==> src/sv/assert_macros.svh <==
// Assertion macros shared by the display shifter modules.
`ifndef ASSERT_MACROS_SVH
`define ASSERT_MACROS_SVH

// Checks a property at every rising clock edge outside reset.
`define ASSERT_CLK(label, clk, rst, prop, msg) \
  label: assert property (@(posedge clk) disable iff (rst) (prop)) else $error(msg);

// Checks that a condition never holds at a rising clock edge outside reset.
`define ASSERT_NEVER(label, clk, rst, cond, msg) \
  label: assert property (@(posedge clk) disable iff (rst) !(cond)) else $error(msg);

`endif

==> src/sv/ssd_pkg.sv <==
// Shared types, constants and segment tables of the status display shifter.
`default_nettype none

package ssd_pkg;

  // Frame geometry: bits 63 down to 8 of the model frame, sent first to last.
  localparam int FRAME_BITS = 56;
  typedef logic [FRAME_BITS-1:0] frame_t;

  // Digit codes: 0 to 9 are decimal digits, the two others are special.
  typedef logic [3:0] digit_t;
  localparam digit_t DIGIT_DARK = 4'd10;
  localparam digit_t DIGIT_FULL = 4'd11;

  // Request opcodes.
  localparam logic [1:0] OP_SHOW  = 2'd0;
  localparam logic [1:0] OP_LAMP  = 2'd1;
  localparam logic [1:0] OP_BLANK = 2'd2;

  // Warm threshold after reset.
  localparam logic [6:0] WARM_RESET = 7'd80;

  // Segment pattern of the large display.
  function automatic logic [7:0] large_seg(input digit_t d);
    logic [7:0] s;
    unique case (d)
      4'd0:    s = 8'hFC;
      4'd1:    s = 8'h60;
      4'd2:    s = 8'hDA;
      4'd3:    s = 8'hF2;
      4'd4:    s = 8'h66;
      4'd5:    s = 8'hB6;
      4'd6:    s = 8'hBE;
      4'd7:    s = 8'hE4;
      4'd8:    s = 8'hFE;
      4'd9:    s = 8'hF6;
      4'd10:   s = 8'h00;
      4'd11:   s = 8'hFF;
      default: s = 8'h00;
    endcase
    return s;
  endfunction

  // Segment pattern of the small display, which is wired differently.
  function automatic logic [7:0] small_seg(input digit_t d);
    logic [7:0] s;
    unique case (d)
      4'd0:    s = 8'hBE;
      4'd1:    s = 8'h18;
      4'd2:    s = 8'h76;
      4'd3:    s = 8'h7C;
      4'd4:    s = 8'hD8;
      4'd5:    s = 8'hEC;
      4'd6:    s = 8'hEE;
      4'd7:    s = 8'hB8;
      4'd8:    s = 8'hFE;
      4'd9:    s = 8'hFC;
      4'd10:   s = 8'h00;
      4'd11:   s = 8'hFF;
      default: s = 8'h00;
    endcase
    return s;
  endfunction

endpackage

`default_nettype wire

==> src/sv/ssd_front.sv <==
// Front end: accepts requests, tracks the refresh flag and builds frames.
`default_nettype none

`include "assert_macros.svh"

module ssd_front (
  input  wire logic            clk,
  input  wire logic            rst,
  input  wire logic            in_valid,
  output logic                 in_ready,
  input  wire logic [1:0]      opcode,
  input  wire logic            refresh_request,
  input  wire logic            pid_mode,
  input  wire logic [9:0]      skin_tenths,
  input  wire logic [9:0]      setpoint_value,
  input  wire logic [6:0]      heater_power,
  input  wire logic            heater_fail,
  input  wire logic            safety_warn,
  input  wire logic            temp_low,
  input  wire logic            temp_high,
  input  wire logic            cfg_valid,
  output logic                 cfg_ready,
  input  wire logic [6:0]      cfg_data,
  output logic                 q_wr_valid,
  input  wire logic            q_wr_ready,
  output ssd_pkg::frame_t      q_wr_data
);

  typedef enum logic [1:0] {
    CLS_VALUE,
    CLS_LAMP,
    CLS_BLANK
  } cls_t;

  logic        pending;
  logic [6:0]  warm_threshold;
  logic        s1_valid;
  cls_t        s1_cls;
  logic        s1_pid;
  logic [7:0]  s1_leds;
  ssd_pkg::digit_t s1_skin_h;
  logic [6:0]  s1_skin_r;
  ssd_pkg::digit_t s1_setp_h;
  logic [6:0]  s1_setp_r;

  logic        accept;
  logic        pend_eff;
  logic        has_frame;
  logic        pending_next;
  cls_t        cls_next;
  logic [9:0]  skin_sat;
  logic [9:0]  setp_sat;
  logic [15:0] skin_hp;
  logic [15:0] setp_hp;
  ssd_pkg::digit_t skin_h;
  ssd_pkg::digit_t setp_h;
  logic [9:0]  skin_r10;
  logic [9:0]  setp_r10;
  logic [7:0]  leds_next;

  // Tens and ones of the registered remainders.
  logic [13:0] skin_tp;
  logic [13:0] setp_tp;
  ssd_pkg::digit_t skin_t;
  ssd_pkg::digit_t setp_t;
  logic [6:0]  skin_o7;
  logic [6:0]  setp_o7;
  ssd_pkg::digit_t lh, lt, lo, sh, st, so;

  assign cfg_ready = 1'b1;
  assign in_ready  = !s1_valid || q_wr_ready;
  assign accept    = in_valid && in_ready;

  // Classify the request and split off the hundreds digits.
  always_comb begin
    pend_eff     = pending | refresh_request;
    has_frame    = 1'b0;
    cls_next     = CLS_VALUE;
    pending_next = pend_eff;
    unique case (opcode)
      ssd_pkg::OP_LAMP: begin
        has_frame = 1'b1;
        cls_next  = CLS_LAMP;
      end
      ssd_pkg::OP_BLANK: begin
        has_frame = 1'b1;
        cls_next  = CLS_BLANK;
      end
      ssd_pkg::OP_SHOW: begin
        has_frame = pend_eff;
        if (pend_eff) begin
          pending_next = 1'b0;
        end
      end
      default: begin
        has_frame = 1'b0;
      end
    endcase

    skin_sat = (skin_tenths > 10'd999) ? 10'd999 : skin_tenths;
    setp_sat = (setpoint_value > 10'd999) ? 10'd999 : setpoint_value;
    // Multiplying by 41/4096 gives the exact hundreds digit below 1000.
    skin_hp  = {6'd0, skin_sat} * 16'd41;
    setp_hp  = {6'd0, setp_sat} * 16'd41;
    skin_h   = skin_hp[15:12];
    setp_h   = setp_hp[15:12];
    skin_r10 = skin_sat - ({6'd0, skin_h} * 10'd100);
    setp_r10 = setp_sat - ({6'd0, setp_h} * 10'd100);

    leds_next = {1'b0, pid_mode, (heater_power > warm_threshold), temp_low, temp_high,
                 heater_fail, safety_warn, !pid_mode};
  end

  // Control registers: refresh flag, threshold and stage valid.
  always_ff @(posedge clk) begin
    if (rst) begin
      pending        <= 1'b1;
      warm_threshold <= ssd_pkg::WARM_RESET;
      s1_valid       <= 1'b0;
    end else begin
      if (cfg_valid) begin
        warm_threshold <= cfg_data;
      end
      if (accept) begin
        pending  <= pending_next;
        s1_valid <= has_frame;
      end else if (q_wr_ready) begin
        s1_valid <= 1'b0;
      end
    end
  end

  // Stage payload registers.
  always_ff @(posedge clk) begin
    if (accept) begin
      s1_cls    <= cls_next;
      s1_pid    <= pid_mode;
      s1_leds   <= leds_next;
      s1_skin_h <= skin_h;
      s1_skin_r <= skin_r10[6:0];
      s1_setp_h <= setp_h;
      s1_setp_r <= setp_r10[6:0];
    end
  end

  // Finish the digit split and assemble the frame for the queue.
  always_comb begin
    // Multiplying by 103/1024 gives the exact tens digit below 100.
    skin_tp = {7'd0, s1_skin_r} * 14'd103;
    setp_tp = {7'd0, s1_setp_r} * 14'd103;
    skin_t  = skin_tp[13:10];
    setp_t  = setp_tp[13:10];
    skin_o7 = s1_skin_r - ({3'd0, skin_t} * 7'd10);
    setp_o7 = s1_setp_r - ({3'd0, setp_t} * 7'd10);

    lh = (s1_skin_h == 4'd0) ? ssd_pkg::DIGIT_DARK : s1_skin_h;
    lt = skin_t;
    lo = skin_o7[3:0];
    sh = (s1_setp_h == 4'd0) ? ssd_pkg::DIGIT_DARK : s1_setp_h;
    // In percent mode a leading zero tens digit is dark as well.
    st = (!s1_pid && s1_setp_h == 4'd0 && setp_t == 4'd0) ? ssd_pkg::DIGIT_DARK : setp_t;
    so = setp_o7[3:0];

    unique case (s1_cls)
      CLS_LAMP: begin
        q_wr_data = '1;
        q_wr_data[31:24] = 8'h7F;
      end
      CLS_BLANK: begin
        q_wr_data = '0;
      end
      default: begin
        q_wr_data = {ssd_pkg::large_seg(lo),
                     ssd_pkg::large_seg(lt) | 8'h01,
                     ssd_pkg::large_seg(lh),
                     s1_leds,
                     ssd_pkg::small_seg(so),
                     ssd_pkg::small_seg(st) | {7'd0, s1_pid},
                     ssd_pkg::small_seg(sh)};
      end
    endcase
  end

  assign q_wr_valid = s1_valid;

  // A value frame always consumes the refresh flag.
  `ASSERT_CLK(a_show_clears_pending, clk, rst, (accept && opcode == ssd_pkg::OP_SHOW && pend_eff) |=> !pending, "refresh flag still set after a value frame")

endmodule

`default_nettype wire

==> src/sv/ssd_queue.sv <==
// Short frame queue between the front end and the shifter.
`default_nettype none

`include "assert_macros.svh"

module ssd_queue #(
  parameter int DEPTH = 2
) (
  input  wire logic            clk,
  input  wire logic            rst,
  input  wire logic            wr_valid,
  output logic                 wr_ready,
  input  wire ssd_pkg::frame_t wr_data,
  output logic                 rd_valid,
  input  wire logic            rd_ready,
  output ssd_pkg::frame_t      rd_data
);

  localparam int PTR_W = (DEPTH > 1) ? $clog2(DEPTH) : 1;
  localparam int CNT_W = $clog2(DEPTH + 1);

  ssd_pkg::frame_t mem [DEPTH];
  logic [PTR_W-1:0] wr_ptr;
  logic [PTR_W-1:0] rd_ptr;
  logic [CNT_W-1:0] count;
  logic             wr_en;
  logic             rd_en;

  assign wr_ready = (count != CNT_W'(DEPTH));
  assign rd_valid = (count != '0);
  assign wr_en    = wr_valid && wr_ready;
  assign rd_en    = rd_valid && rd_ready;
  assign rd_data  = mem[rd_ptr];

  // Pointers and fill count.
  always_ff @(posedge clk) begin
    if (rst) begin
      wr_ptr <= '0;
      rd_ptr <= '0;
      count  <= '0;
    end else begin
      if (wr_en) begin
        wr_ptr <= (wr_ptr == PTR_W'(DEPTH - 1)) ? '0 : wr_ptr + 1'b1;
      end
      if (rd_en) begin
        rd_ptr <= (rd_ptr == PTR_W'(DEPTH - 1)) ? '0 : rd_ptr + 1'b1;
      end
      if (wr_en && !rd_en) begin
        count <= count + 1'b1;
      end else if (rd_en && !wr_en) begin
        count <= count - 1'b1;
      end
    end
  end

  // Frame storage.
  always_ff @(posedge clk) begin
    if (wr_en) begin
      mem[wr_ptr] <= wr_data;
    end
  end

  // The fill count never runs past the depth.
  `ASSERT_CLK(a_count_bound, clk, rst, count <= CNT_W'(DEPTH), "queue fill count beyond depth")

endmodule

`default_nettype wire

==> src/sv/ssd_back.sv <==
// Back end: shifts each queued frame out one bit per word, first bit first.
`default_nettype none

`include "assert_macros.svh"

module ssd_back (
  input  wire logic            clk,
  input  wire logic            rst,
  input  wire logic            q_valid,
  output logic                 q_ready,
  input  wire ssd_pkg::frame_t q_data,
  output logic                 out_valid,
  input  wire logic            out_ready,
  output logic                 serial_bit,
  output logic                 last_bit
);

  localparam int CNT_W = $clog2(ssd_pkg::FRAME_BITS);
  localparam logic [CNT_W-1:0] LAST = CNT_W'(ssd_pkg::FRAME_BITS - 1);

  ssd_pkg::frame_t  shreg;
  logic [CNT_W-1:0] cnt;
  logic             take;
  logic             load;

  assign take       = out_valid && out_ready;
  assign load       = q_valid && (!out_valid || (take && cnt == LAST));
  assign q_ready    = load;
  assign serial_bit = shreg[ssd_pkg::FRAME_BITS-1];
  assign last_bit   = (cnt == LAST);

  // Bit counter and output valid.
  always_ff @(posedge clk) begin
    if (rst) begin
      out_valid <= 1'b0;
      cnt       <= '0;
    end else begin
      if (load) begin
        out_valid <= 1'b1;
        cnt       <= '0;
      end else if (take) begin
        if (cnt == LAST) begin
          out_valid <= 1'b0;
          cnt       <= '0;
        end else begin
          cnt <= cnt + 1'b1;
        end
      end
    end
  end

  // Shift register.
  always_ff @(posedge clk) begin
    if (load) begin
      shreg <= q_data;
    end else if (take) begin
      shreg <= {shreg[ssd_pkg::FRAME_BITS-2:0], 1'b0};
    end
  end

  // A new frame is loaded only when no bit of the current one is left.
  `ASSERT_NEVER(a_no_early_load, clk, rst, q_ready && out_valid && !(out_ready && last_bit), "frame loaded over unsent bits")

endmodule

`default_nettype wire

==> src/sv/seven_segment_status_display_shifter_top.sv <==
// Top level of the seven-segment status display shifter.
// Requests arrive on the in channel (in_valid/in_ready) and each one that
// makes a frame yields 56 output words on the out channel, one frame bit per
// word, first bit first, with last_bit set on the 56th word so the chain's
// storage latch can strobe. A show request without a pending refresh, and
// an unused opcode, yield no words. The warm threshold is written through
// cfg_valid/cfg_data; cfg_ready is always high. A frame passes the front
// stage register and the queue before the shifter loads it, and its first
// bit is valid once the shifter has loaded it. The shifter's bit
// counter paces the output; queued frames follow one another without a
// gap. Requests keep being accepted while the queue and front stage have
// room, so up to QUEUE_DEPTH plus two frames are in flight. When the
// receiver holds out_ready low the current word is held, the queue fills
// and then in_ready falls. Reset empties the queue, drops out_valid, sets
// the refresh flag and loads a warm threshold of 80.
`default_nettype none

module seven_segment_status_display_shifter_top #(
  parameter int QUEUE_DEPTH = 2
) (
  input  wire logic       clk,
  input  wire logic       rst,
  input  wire logic       in_valid,
  output logic            in_ready,
  input  wire logic [1:0] opcode,
  input  wire logic       refresh_request,
  input  wire logic       pid_mode,
  input  wire logic [9:0] skin_tenths,
  input  wire logic [9:0] setpoint_value,
  input  wire logic [6:0] heater_power,
  input  wire logic       heater_fail,
  input  wire logic       safety_warn,
  input  wire logic       temp_low,
  input  wire logic       temp_high,
  output logic            out_valid,
  input  wire logic       out_ready,
  output logic            serial_bit,
  output logic            last_bit,
  input  wire logic       cfg_valid,
  output logic            cfg_ready,
  input  wire logic [6:0] cfg_data
);

  logic            fq_valid;
  logic            fq_ready;
  ssd_pkg::frame_t fq_data;
  logic            qb_valid;
  logic            qb_ready;
  ssd_pkg::frame_t qb_data;

  // Request handling and frame assembly.
  ssd_front u_front (
    .clk             (clk),
    .rst             (rst),
    .in_valid        (in_valid),
    .in_ready        (in_ready),
    .opcode          (opcode),
    .refresh_request (refresh_request),
    .pid_mode        (pid_mode),
    .skin_tenths     (skin_tenths),
    .setpoint_value  (setpoint_value),
    .heater_power    (heater_power),
    .heater_fail     (heater_fail),
    .safety_warn     (safety_warn),
    .temp_low        (temp_low),
    .temp_high       (temp_high),
    .cfg_valid       (cfg_valid),
    .cfg_ready       (cfg_ready),
    .cfg_data        (cfg_data),
    .q_wr_valid      (fq_valid),
    .q_wr_ready      (fq_ready),
    .q_wr_data       (fq_data)
  );

  // Frame queue.
  ssd_queue #(
    .DEPTH (QUEUE_DEPTH)
  ) u_queue (
    .clk      (clk),
    .rst      (rst),
    .wr_valid (fq_valid),
    .wr_ready (fq_ready),
    .wr_data  (fq_data),
    .rd_valid (qb_valid),
    .rd_ready (qb_ready),
    .rd_data  (qb_data)
  );

  // Serial shifter.
  ssd_back u_back (
    .clk        (clk),
    .rst        (rst),
    .q_valid    (qb_valid),
    .q_ready    (qb_ready),
    .q_data     (qb_data),
    .out_valid  (out_valid),
    .out_ready  (out_ready),
    .serial_bit (serial_bit),
    .last_bit   (last_bit)
  );

endmodule

`default_nettype wire

==> config.mk <==
export PLATFORM = sky130hd
export DESIGN_NAME = seven_segment_status_display_shifter_top
export DESIGN_NICKNAME = d
export VERILOG_FILES = /design/src/sv/ssd_pkg.sv /design/src/sv/ssd_front.sv /design/src/sv/ssd_queue.sv /design/src/sv/ssd_back.sv /design/src/sv/seven_segment_status_display_shifter_top.sv
export VERILOG_INCLUDE_DIRS = /design/src /design/src/sv
export SDC_FILE = /design/constraint.sdc
export NUM_CORES = 1
export LEC_CHECK = 0
export ABC_AREA = 1
export CELL_PAD_IN_SITES_DETAIL_PLACEMENT = 0
export CELL_PAD_IN_SITES_GLOBAL_PLACEMENT = 1
export CORE_MARGIN = 1.5
export CORE_UTILIZATION = 46
export CTS_CLUSTER_DIAMETER = 100
export DETAILED_ROUTE_END_ITERATION = 8
export DONT_BUFFER_PORTS = 1
export GPL_TIMING_DRIVEN = 0
export PLACE_DENSITY_LB_ADDON = 0.12
export SYNTH_ARGS = -nofsm -noshare
export SYNTH_HDL_FRONTEND = slang
export SYNTH_SLANG_ARGS = --single-unit
==> constraint.sdc <==
create_clock -name clk -period 5.2 [get_ports clk]
set_input_delay 1.04 -clock clk [delete_from_list [all_inputs] [get_ports clk]]
set_output_delay 1.04 -clock clk [all_outputs]
set_load 0.05 [all_outputs]
==> results of run 1 <==
## synthesized netlist by cell type, types with 5 or more instances
cell / count
a21oi_1: 52
nand2_2: 11
clkbuf_1: 31
buf_2: 11
ha_1: 189
nand4_1: 8
nand2_4: 5
nand3_1: 58
inv_2: 5
nand2_1: 374
nor2_1: 114
o21ai_0: 43
or2_2: 12
a31oi_1: 56
xor2_1: 17
fa_1: 26
inv_1: 208
dfxtp_1: 21
edfxtp_1: 197
## routing by layer
layer  part of all wire [%]  wire, um  global-route usage [%]
met1                     48     12820                   23.43
met2                     47     12360                   29.69
met3                    3.6       954                   2.298
met4                    1.3       335                   3.708
met5                      0         0                       0
## repair_timing
| item | CTS | global route |
|---|---|---|
| hold buffers | 0 | 0 |
| buffers inserted | 0 | 17 |
| endpoints found under the setup margin | 14 | 38 |
| pin swaps | 0 | 11 |
| gates resized for setup | 2 | 21 |
## state kept, by name (all words and copies together), names as in the netlist, 4 cells and up, named ones only
name and flops:
u_queue.mem 110, u_back.cnt 6, u_front.s1_skin_h 4, u_front.s1_setp_r 7
u_front.warm_threshold 7, u_front.s1_setp_h 4, u_back.shreg 56, u_front.s1_leds 6
u_front.s1_skin_r 7
## layout make-up
class                   count  area (sq um)
clock inverters            17         175.2
plain buffers              47         212.7
clock buffers              28         636.9
repair buffers             21         222.7
multi-input cells        1007          6746
well taps                 390         488.0
fillers                  2799         14170
flip-flops and latches    218          6336
inverters                 214         803.3
## worst min path at each step
stage	start	to	slack, ps	depth (start not counted)
floorplan	u_queue.rd_ptr	flop	430	1
global placement	u_queue.rd_ptr	u_queue.rd_ptr	440	1
detailed placement	u_queue.rd_ptr	u_queue.rd_ptr	450	1
CTS	u_queue.rd_ptr	u_queue.rd_ptr	460	1
global route	u_queue.rd_ptr	flop	480	1
finish	u_queue.rd_ptr	u_queue.rd_ptr	460	1
## critical path, delay by kind of cell (launching register included)
kind	cells	cell delay (ps)
DFF	1	400
xor gates and xnor gates	1	240
buffers and inverters	7	510
AOI/OAI and AO/OA	3	530
and+or+nand+nor	6	520
adders and majority gates	6	2430
## metrics by stage
stage / setup slack [ps] / hold WS (ps) / cell area [sq um]
6_report: 314.4 / 456.6 / 15620
5_1_grt: 5.524 / 479.5 / 15620
4_1_cts: 1.471 / 456.4 / 15400
3_5_place_dp: -206.1 / 449.4 / 14580
3_3_place_gp: -2017 / 438.6 / 14450
2_1_floorplan: 103.7 / 425.6 / 13970
## cells by family (layout without fill, tap and decap cells)
family	count (synthesis)	after routing	share of synthesized area, %
AO/OA/AOI/OAI	174	174	7.131
XOR/XNOR	21	21	1.451
AND/OR/NAND/NOR	596	596	18.09
other	1	1	0.02685
flip-flops	218	218	45.37
buffers and inverters	261	327	7.275
adder cells (fa/ha/maj)	215	215	20.66
==> impl_results.md, run 1 <==
- Launch point of the worst path: u_front.s1_skin_r[5]
- Wire per inst: 13.63 um
- Crit Path Category: reg -> reg
- Post-synth EDFFs: 197
- Num CTS Buffers: 25
- Setup slack, reg-to-reg: 310 ps
- WL final: 26,460 um
- Max-cap check violation count: 0
- Clock Sinks: 218
- Most common cell after layout, fill and taps aside: nand2_1
- Clk slew on worst S/H paths: 60 ps
- Ys Warns: 0
- R2R Path Start: u_front.s1_skin_r[5]
- Hold crit path type: reg -> reg
- First-pass GRT wire length: around 44,000 um
- CP Launch Type: flop
- Ys async rst share: 0%
- Setup TNS: 0 ps
- DP Cell Count: between 1,500 and 2,000
- Fmax: 204.7 MHz
- Die H: 177.2 um
- Min Clock Period, post-route: 4886 ps
- Crit-path cells: inv_2 > ha_1 > inv_1 > fa_1 > inv_1 > fa_1 > inv_1 > ha_1 > ha_4 > a21o_1 > a31oi_1 > nand2_1 > nand2_1 > nand2_1 > xor2_2 > inv_2 > fa_2 > inv_2 > buf_4 > o21ai_0 > nand3_1 > nand3_1 > nand2_1
- Clk buf depth: 3
- ANT nets after route: 0
- Via count: 9,549
- Crit Path Max Fanout: 5
- Critical Path RT: between 5000 and 6000 ps
- Setup crit end: u_queue.mem[0][49]
- Most used cell, CP: nand2_1
- Area of the die: 31,420 sq um
- Relative slew slack: 38.97%
- Syn avg cell area: 9.398 sq um
- CP endpoint kind: flop
- Largest net degree at the start of global routing: 33
- Vias/cell: 4.917
- Final #Nets: 1,796
- Cells after Synth: 1,486
- CTS tree: built
- Crit path DAT: 5130 ps
- Synthesized area: 13,970 sq um
- Iter 0 DRT Violations: 359
- Synth Net Count: about 1,700
- Worst r2r path cells: 23
- Port Buf Inserts: 0
- Initial antenna violation count: 0
- Status: complete, no violations
- Crit path max-delay cell type: fa_2
- Core Footprint: 29,800 sq um
- Starting density of the core: 46.87%
- DRT Pass-1 Iters: 5
- Area Overhead vs Synth: 11.85%
- Core Util, Final: 52.43%
- Final GP Congestion: 0.8063
- Root Buffer: clkbuf_16
- Synth area leaders: edfxtp_1, ha_1, nand2_1, inv_1, fa_1
- Post-synthesis sequential area ratio: 45.37%
- Seq cells post-synth: 218
- Total GRT Usage: 17.35%
- R2R Path End: u_queue.mem[0][49]
- Fin. Hold Viols: 0
- DRC: 0
- Hpwl dp: 20,360 um
- Ports: 52
- Synth Flop Type: edfxtp_1
- Number of global-route vias before repair: around 9,300
- Worst-Margin Slew: 913.3 ps
- Synth area leader: edfxtp_1
- H-tree depth: 1
- # diodes: 0
- RSZ-0062 raised after global routing: false
- Final Max Tran Viols: 0
- CP peak stage delay: 590 ps
- Clk_lat worst skew: 520 ps
- Chip width: between 150 and 200 um
- FP Rows: 63
- Setup violators final: 0
- Final non-filler cell total: about 1,900
- GRT Residual Overflow: 0
- Cell variety after synth: 47
- Top-area cell type share of the netlist area: 42.36%
- Final Cycle Share: around 94%
- Commonest non-fill, non-tap cells in the layout: nand2_1, inv_1, edfxtp_1, ha_1, nor2_1
- Worst setup skew after layout: 21.35 ps
- Layout cells sized above 1: 9.085%
Power of run 1 is not shown: default switching activity piles up to over one toggle a cycle in this logic, so the estimate is an artifact.
==> run 2: changes to the inputs <==
- ABC_AREA: 1 -> default
- CORE_UTILIZATION: 46 -> 47
==> impl_results.md, run 2 <==
- Syn avg cell area: 11.08 sq um (+18%)
- CP endpoint kind: flop
- Final non-filler cell total: 1,751 (-9.8%)
- Filler cells: 2,568 (-8.3%)
- Final Max Tran Viols: 0 (unchanged)
- Core Util, Final: 55.02% (+2.6 points)
- Crit Path Max Fanout: 3 (-2)
- Cells after Synth: 1,277 (-14%)
- Ys Warns: 0 (unchanged)
- Most used cell, CP: ha_4
- Synth Flop Type: edfxtp_1
- H-tree depth: 1 (unchanged)
- Root Buffer: clkbuf_16
- Crit-path leading delay family: adder cells
- Clk_lat worst skew: 530 ps (about the same)
- Die H: 176.5 um (-0.41%)
- WL final: 27,080 um (+2.3%)
- Min Clock Period, post-route: 5100 ps (+214.4 ps)
- CP peak stage delay: 530 ps (-60 ps)
- Post-synthesis sequential area ratio: 44.78% (-0.59 points)
- Placed standard-cell area: 14,980 sq um (+2.8%)
- Commonest non-fill, non-tap cells in the layout: edfxtp_1, ha_1, inv_1, nor2_1, a21oi_1
- Clk slew on worst S/H paths: 60 ps (about the same)
- Area of the die: 31,160 sq um (-0.83%)
- Worst setup skew after layout: 24.71 ps (+3.360 ps)
- Crit path max-delay cell type: fa_1
- CTS tree: built
- Final Cycle Share: 98.08% (+4.1 points)
- Chip width: 176.5 um (-0.41%)
- Port Buf Inserts: 0 (unchanged)
- Critical Path RT: 5510 ps (+70 ps)
- Crit path DAT: 5410 ps (+280 ps)
- Number of global-route vias before repair: 9,252 (-0.011%)
- Crit Path Category: reg -> reg
- Cell variety after synth: 86 (+83%)
- Buf+Inv Stages, Crit Path: 2 (-5)
- Worst path depth: 17 (-26%)
- WHS Path Cells: 2 (+1)
- Largest register FFs: 110 (unchanged)
- Most frequent cell after synthesis: edfxtp_1
- Regs by FF count: u_queue.mem: 110 flops, u_back.shreg: 56 flops
- Clock Sinks: 218 (unchanged)
- # diodes: 0 (unchanged)
- Iter 0 DRT Violations: 348 (-3.1%)
- ANT nets after route: 0 (unchanged)
- DRT Pass-1 Iters: 4 (-1)
- FP Rows: 63 (unchanged)
- Post-synth EDFFs: 197 (unchanged)
- Synth area leaders: edfxtp_1, ha_1, mux2i_1, inv_1, fa_1
- Synth Net Count: 1,539 (-12%)
- Post-route cell area: 16,310 sq um (+4.4%)
- Final #Nets: 1,604 (-11%)
- Largest net degree at the start of global routing: 38 (+15%)
- Via count: 9,221 (-3.4%)
- Most common cell after layout, fill and taps aside: edfxtp_1
- Worst-Margin Slew: 980.8 ps (+67.50 ps)
- Status: complete, no violations
- CP Launch Type: flop
- Fmax: 196.1 MHz (-4.2%)
- First-pass GRT wire length: 44,810 um (+1.4%)
- Relative slew slack: 34.37% (-4.6 points)
- Synth area leader: edfxtp_1
- Seq cells post-synth: 218 (unchanged)
- Clk buf depth: 3 (unchanged)
- DRC: 0 (unchanged)
- Hpwl dp: 20,300 um (-0.30%)
- Initial antenna violation count: 0 (unchanged)
- Num CTS Buffers: 25 (unchanged)
- Wire per inst: 15.46 um (+13%)
- Hold crit path type: reg -> reg
- Core Footprint: 29,640 sq um (-0.53%)
- Crit-path cells: ha_4 > inv_1 > fa_1 > inv_1 > fa_1 > ha_4 > ha_4 > a21oi_4 > a21oi_2 > or3_1 > a41o_1 > fa_2 > xnor2_2 > xnor3_2 > xnor2_4 > mux2_4 > o211ai_1
- Layout cells sized above 1: 14.33% (+5.2 points)
- RSZ-0062 raised after global routing: true
- Synth top cells by count: edfxtp_1, ha_1, inv_1, nor2_1, a21oi_1
- DP Cell Count: 1,674 (-11%)
- Final GP Congestion: 0.8151 (+1.1%)
- GRT Residual Overflow: 0 (unchanged)
- Synthesized area: 14,150 sq um (+1.3%)
- Total GRT Usage: 17.74% (+0.39 points)
- Hold-fix buffers, CTS: 0 (unchanged)
- Ys async rst share: 0% (unchanged)
- Largest register by flop count: u_queue.mem
- Max-cap check violation count: 0 (unchanged)
- Vias/cell: 5.266 (+7.1%)
- Starting density of the core: 47.74% (+0.87 points)
- Setup violators final: 0 (unchanged)
- Top-area cell type share of the netlist area: 41.81% (-0.55 points)
- Area Overhead vs Synth: 15.24%
- Fin. Hold Viols: 0 (unchanged)
- Ports: 52 (unchanged)
- Worst r2r path cells: 17 (-26%)
## run 2: changes by cell type after synthesis, sizes merged, moves of 9 or more
cell and delta:
nand2 -332, nand3 -41, xnor2 +24, mux2i +69, a21oi +47, inv -67
o211ai +10, clkbuf +16, a31oi -52, nor2b +9, nor3 +16, a211oi +12
## run 2: metal layers
layer | share of wire, % | vias to the layer above | GRT usage [%]
met2 | 47 | 142 | 30.07
li1 | - | 4668 | -
met4 | 1.1 | 0 | 3.955
met5 | 0 | - | 0
met1 | 47 | 4388 | 23.98
met3 | 4.1 | 23 | 2.692
## run 2: layout make-up
type | count | area, sq um | area share [%]
inverters | 146 | 548.0 | 3.361
repair buffers | 39 | 374.1 | 2.294
flip-flops and latches | 218 | 6336 | 38.86
well taps | 390 | 488.0 | 2.993
multi-input cells | 855 | 7532 | 46.19
clock buffers | 28 | 636.9 | 3.906
clock inverters | 18 | 131.4 | 0.8057
plain buffers | 57 | 259.0 | 1.588
## run 2: kinds of logic (layout without fill, tap and decap cells)
family	count (synthesis)	after routing	share of synthesized area, %
compound gates	237	237	10.72
xor+xnor	49	49	3.502
fa+ha+maj	216	216	20.46
buf+inv	204	288	5.730
flops	218	218	44.78
mux	74	74	5.279
other cells	1	1	0.02650
simple gates	278	278	9.506
## run 2: through the flow
stage | setup TNS [ps] | setup WS, ps | hold WS, ps
CTS | 0 | 1.668 | 492.7
global placement | -33940 | -526.6 | 473.5
global route | -446.2 | -115.5 | 528.4
floorplan | -315.6 | -188.6 | 459.3
finish | 0 | 100.0 | 487.8
detailed placement | -9224 | -541.6 | 483.1
## run 2: tightest hold or removal path: stages, from the launching register on
cell and delay (ps):
dfxtp_1 300, inv_1 60, o211ai_1 80
## run 2: timing repair
action | CTS | global route
setup buffers | 17 | 15
gates resized for setup | 24 | 35
setup endpoints to repair | 37 | 45
pin swaps | 11 | 23
## run 2: path summary, 6_finish.rpt
check	start	to	slack, ps
worst max-delay path	u_front.s1_setp_r[1]	u_queue.mem[0][21]	100
worst min-delay path	u_front.warm_threshold[4]	u_front.warm_threshold[4]	490
worst max register to register	u_front.s1_setp_r[1]	u_queue.mem[0][21]	100
worst min register to register	u_front.warm_threshold[4]	u_front.warm_threshold[4]	490
Power of run 2 is left out for the same reason.
